### src/hw/rtl/cpsl_pkg.sv
// ----------------------------------------------------------------------------
// cpsl_pkg
// Shared types and constants for the control polygon segment length block.
// ----------------------------------------------------------------------------
package cpsl_pkg;

  localparam int CoordW = 32;
  localparam int IdxW   = 16;
  localparam int LenW   = 34;
  localparam int TotW   = 48;
  localparam int SqW    = 66;

  localparam int CfgIdxW   = 2;
  localparam int CfgDataW  = 16;
  localparam logic [CfgIdxW-1:0] CFG_RATIONAL = 2'd0;
  localparam logic [CfgIdxW-1:0] CFG_TOTAL    = 2'd1;
  localparam logic [CfgIdxW-1:0] CFG_FIRST    = 2'd2;

  typedef enum logic [2:0] {
    ST_IDLE,
    ST_DIV,
    ST_SQ,
    ST_SQRT,
    ST_FIN,
    ST_OUT
  } cpsl_state_t;

  // controller -> datapath
  typedef struct packed {
    logic load;       // capture input transaction
    logic div_start;  // start division of current axis
    logic sq_step;    // accumulate square of one axis
    logic sqrt_start; // init root iteration
    logic sqrt_step;  // one root bit
    logic finish;     // form result, update state
    logic [1:0] axis;
  } cpsl_cmd_t;

  // datapath -> controller
  typedef struct packed {
    logic div_done;
    logic sqrt_done;
    logic rational;
    logic have_prev;
  } cpsl_sts_t;

endpackage

### src/hw/rtl/cpsl_ctrl.sv
// ----------------------------------------------------------------------------
// cpsl_ctrl
// Sequencer: projection per axis, squares, root, result hand-off.
// ----------------------------------------------------------------------------
module cpsl_ctrl
  import cpsl_pkg::*;
(
  input  logic      clk,
  input  logic      rst_n,
  input  logic      in_valid,
  output logic      in_ready,
  output logic      out_valid,
  input  logic      out_ready,
  output cpsl_cmd_t cmd,
  input  cpsl_sts_t sts
);

  cpsl_state_t state_r, state_nxt;
  logic [1:0]  axis_r, axis_nxt;
  logic        divgo_r, divgo_nxt;

  always_ff @(posedge clk) begin
    if (!rst_n) begin
      state_r <= ST_IDLE;
      axis_r  <= '0;
      divgo_r <= 1'b0;
    end else begin
      state_r <= state_nxt;
      axis_r  <= axis_nxt;
      divgo_r <= divgo_nxt;
    end
  end

  always_comb begin
    state_nxt = state_r;
    axis_nxt  = axis_r;
    divgo_nxt = 1'b0;
    cmd       = '0;
    cmd.axis  = axis_r;
    in_ready  = 1'b0;
    out_valid = 1'b0;
    unique case (state_r)
      ST_IDLE: begin
        in_ready = 1'b1;
        if (in_valid) begin
          cmd.load  = 1'b1;
          axis_nxt  = '0;
          divgo_nxt = 1'b1;
          state_nxt = ST_DIV;
        end
      end
      ST_DIV: begin
        if (!sts.rational) begin
          state_nxt = sts.have_prev ? ST_SQ : ST_FIN;
        end else if (divgo_r) begin
          cmd.div_start = 1'b1;
        end else if (sts.div_done) begin
          if (axis_r == 2'd2) begin
            axis_nxt  = '0;
            state_nxt = sts.have_prev ? ST_SQ : ST_FIN;
          end else begin
            axis_nxt  = axis_r + 2'd1;
            divgo_nxt = 1'b1;
          end
        end
      end
      ST_SQ: begin
        cmd.sq_step = 1'b1;
        if (axis_r == 2'd2) begin
          axis_nxt  = '0;
          state_nxt = ST_SQRT;
          cmd.sqrt_start = 1'b1;
        end else begin
          axis_nxt = axis_r + 2'd1;
        end
      end
      ST_SQRT: begin
        if (sts.sqrt_done) state_nxt = ST_FIN;
        else cmd.sqrt_step = 1'b1;
      end
      ST_FIN: begin
        cmd.finish = 1'b1;
        state_nxt  = sts.have_prev ? ST_OUT : ST_IDLE;
      end
      ST_OUT: begin
        out_valid = 1'b1;
        if (out_ready) state_nxt = ST_IDLE;
      end
      default: state_nxt = ST_IDLE;
    endcase
  end

  a_ready_idle: assert property (@(posedge clk) disable iff (!rst_n)
    in_ready |-> state_r == ST_IDLE)
    else $error("ready outside idle");
  a_out_hold: assert property (@(posedge clk) disable iff (!rst_n)
    out_valid && !out_ready |=> out_valid)
    else $error("result dropped");
  a_excl: assert property (@(posedge clk) disable iff (!rst_n)
    !(in_ready && out_valid))
    else $error("ready while result pending");

endmodule

### config.mk
export PLATFORM = sky130hd
export DESIGN_NAME = cpsl_ctrl
export DESIGN_NICKNAME = d
export VERILOG_FILES = /design/src/hw/rtl/cpsl_pkg.sv /design/src/hw/rtl/cpsl_ctrl.sv
export SDC_FILE = /design/constraint.sdc
export NUM_CORES = 1
export LEC_CHECK = 0
export BUFFER_PORTS_ARGS = -buffer_cell sky130_fd_sc_hd__buf_2
export CAP_MARGIN = 20
export CORE_AREA = 5 5 42 44
export DETAILED_ROUTE_END_ITERATION = 8
export DIE_AREA = 0 0 47 49
export HOLD_SLACK_MARGIN = 0.1
export MAX_ROUTING_LAYER = met4
export PLACE_DENSITY = 0.68
export SLEW_MARGIN = 20
export SYNTH_ARGS = -nofsm -noshare
export SYNTH_HDL_FRONTEND = slang
export SYNTH_SLANG_ARGS = --single-unit
export TNS_END_PERCENT = 30
### constraint.sdc
create_clock -name clk -period 2.9 [get_ports clk]
set_input_delay 0.435 -clock clk [delete_from_list [all_inputs] [get_ports clk]]
set_output_delay 0.435 -clock clk [all_outputs]
set_load 0.01 [all_outputs]
==> results.ini <==
[logic_synthesis]
synth_fp_nets=61
ys_seq_area_frac=0.2652
yosys-top-cells-area=dfxtp_1 (27%), nor2b_1 (5.5%), nor4bb_1 (4.4%), and2_1 (4.1%), nand2b_1 (4.1%)
synth_top_family_by_area=simple AND/OR/NAND/NOR gates
yosysWarnings=0
synthMuxAreaShare=0.02210
yosys.cell_types.count=33
synth_largest_area_cell=dfxtp_1
postSynthCellCount=53
synth_top_area_share=0.2652
yosys.area_share.adder=0
synth-xor-area-share=0
syn_area_per_cell_sq_um=8.546
netlist_area_sq_um=452.9
synth_simple_gate_area_frac=0.3950
synth_seq_cells=6
synth_compound_area_frac=0.2624

[timing]
tightest_slew_ps=478.0
timing.final.ws_setup_ps=963.1
max_freq_mhz=516.3
timing.setup.tns_ps=0
final_max_slew_viol_count=0
grt_setup_unrepaired=no
relSlewSlack=0.6809
period_needed_ps=1937
finalHoldViolCount=0
fin_crit_sh=0.6679
finClkSkew_ps=11.30
setup_violations=0

[global_routing]
grt_max_degree=17
grt_pass1_vias=395
antenna_found_initial=0
grt_pass1_wl_mm=1.787
grt-ovfl-total=0
track_usage=0.1151

[clock_tree]
ctsResizeCount=0
cts_root_buf=clkbuf_4
cts_sinks=6
cts_tree=done
cts_buffer_depth=2
ctsHoldBuffers=0
htree_levels=1
clk_pin_slew_ps=50
clk_latency_ps=260
cts_setup_buffers=0
cts_made_buffers=3

[power]
powerDensity_nw_per_um2=866.0
power_leakage_nw=0.2583
power_uw=484.3
ir_drop_mv=0.3550

[floorplanning]
ios=18
die_h_um=49
chipWidth_um=47
core.rowCount=14
core_sq_um=1401
die_area_sq_um=2303
initial_core_util=0.3232

[setup_path]
reg2reg_depth=5
crit_arrival_ps=1500
cp.required_ps=2470
path_cells=or3b_1, nor2_1, buf_2
cpPeakStageDelay_ps=550
crit_start=state_r[1]$_SDFFE_PN0P_
cp_num_cells=3
cp_max_fo=14
startpoint_type=register
crit_path_top_delay_cell=dfxtp_1
path_delay_family=simple AND/OR/NAND/NOR gates
r2r-start=state_r[2]$_SDFFE_PN0P_
rr_endpoint=state_r[2]$_SDFFE_PN0P_
reg2reg_setup_slack_ps=1160
crit_end=cmd[4]
end_kind=primary output
path_buf_inv=1
worst-setup-path-type=register to primary output

[layout]
fill_cells=150
regArea_sq_um=120.1
final_common_cell=buf_2
antennaDiodeCount=0
final_cell_mix=buf_2 (17), dfxtp_1 (6), nor2b_1 (4), nand2_1 (4)
stdcell_area_sq_um=559.3
area_delta_synth_final_pct=23.48
final_net_count=80
drive_gt1_frac=0.3143
multi_input_area_sq_um=307.8

[place]
postPlaceCellArea_sq_um=536.8
hpwl_um=814.3
place_ws_ps=1175
port_buffers=17
gp_congestion=0.7113

[drt]
wire_per_inst_um=12.74
ant_nets=0
routed_wl_mm=1.096
vias_per_cell=5.209
drtIter0Drc=3
drc=0
vias=448
dr.pass1.iters=2

[outcome]
outcome=completed

[min_path]
hold_class=input port to register

[run]
max-cap-violations=0

-- registers in the layout, summed over array words and instances (netlist names) --
name	count
divgo_r	1
state_r	3
axis_r	2
-- kinds of logic after synthesis --
group,after synthesis
muxes,1
AOI/OAI and AO/OA,14
and+or+nand+nor,28
DFF,6
buffers and inverters,4
-- worst min path at each step --
stage,from,endpoint,slack [ps],cells past startpoint
6_report,rst_n,axis_r[0]$_SDFFE_PN0P_,490,2
5_1_grt,rst_n,axis_r[0]$_SDFFE_PN0P_,480,2
4_1_cts,rst_n,axis_r[0]$_SDFFE_PN0P_,480,2
3_5_place_dp,axis_r[1]$_SDFFE_PN0P_,axis_r[1]$_SDFFE_PN0P_,500,2
3_3_place_gp,axis_r[0]$_SDFFE_PN0P_,axis_r[1]$_SDFFE_PN0P_,490,2
2_1_floorplan,axis_r[0]$_SDFFE_PN0P_,axis_r[1]$_SDFFE_PN0P_,510,2
-- worst reg2reg max path: cells and delay by family, from the launching register on --
family / cells / cell delay, ps
AOI/OAI and AO/OA: 4 / 890
DFF: 1 / 610
and+or+nand+nor: 1 / 120
-- Yosys cell counts --
cell and count:
nor2b_1 4, nand3_1 1, a32o_1 1, nor4_1 1, a31oi_1 1, a21boi_1 1
a211oi_1 1, nand2_1 4, dfxtp_1 6, and4b_1 1, nor3b_1 1, or3b_1 1
nor4b_1 1, nor3_1 1, and2_1 3, inv_1 1, or2b_1 1, nand2b_1 3
nand4bb_1 1, o211a_1 1, a21oi_1 1, o21ai_2 1, o211ai_1 1, o21bai_1 2
nor2_1 3, nor4bb_1 2, mux2i_1 1, o21a_1 1, a311o_1 1, buf_2 2
a21oi_4 1, buf_6 1, a21boi_0 1
-- metrics by stage --
step | hold WS (ps) | std cells | util
floorplan | 513.6 | 53 | -
global placement | 491.0 | 83 | 0.3830
detailed placement | 501.4 | 83 | 0.3830
CTS | 481.3 | 86 | 0.3991
global route | 482.2 | 86 | 0.3991
finish | 489.7 | 86 | 0.3991
-- area by class of cell --
class                           count  area share
Timing Repair Buffer               17      0.1521
Tap cell                           16     0.03579
Inverter                            1    0.006711
Clock buffer                        3     0.04027
Multi-Input combinational cell     43      0.5503
Sequential cell                     6      0.2148
-- report_power, final --
| group | internal (mW) | leakage (nW) | switching (mW) |
|---|---|---|---|
| registers | 0.107 | 0.0491 | 0.0553 |
| clock network | 0.0471 | 0.0138 | 0.0342 |
| logic | 0.125 | 0.195 | 0.115 |
| total | 0.280 | 0.258 | 0.205 |
-- layer usage --
layer | vias up | GRT usage | part of all wire
met5 | - | - | 0
met4 | 0 | 0.06912 | 0.025
met3 | 5 | 0.06642 | 0.070
met2 | 13 | 0.1448 | 0.45
met1 | 200 | 0.1375 | 0.45
li1 | 230 | - | -
Note: power is estimated with default switching activity, not from simulation.
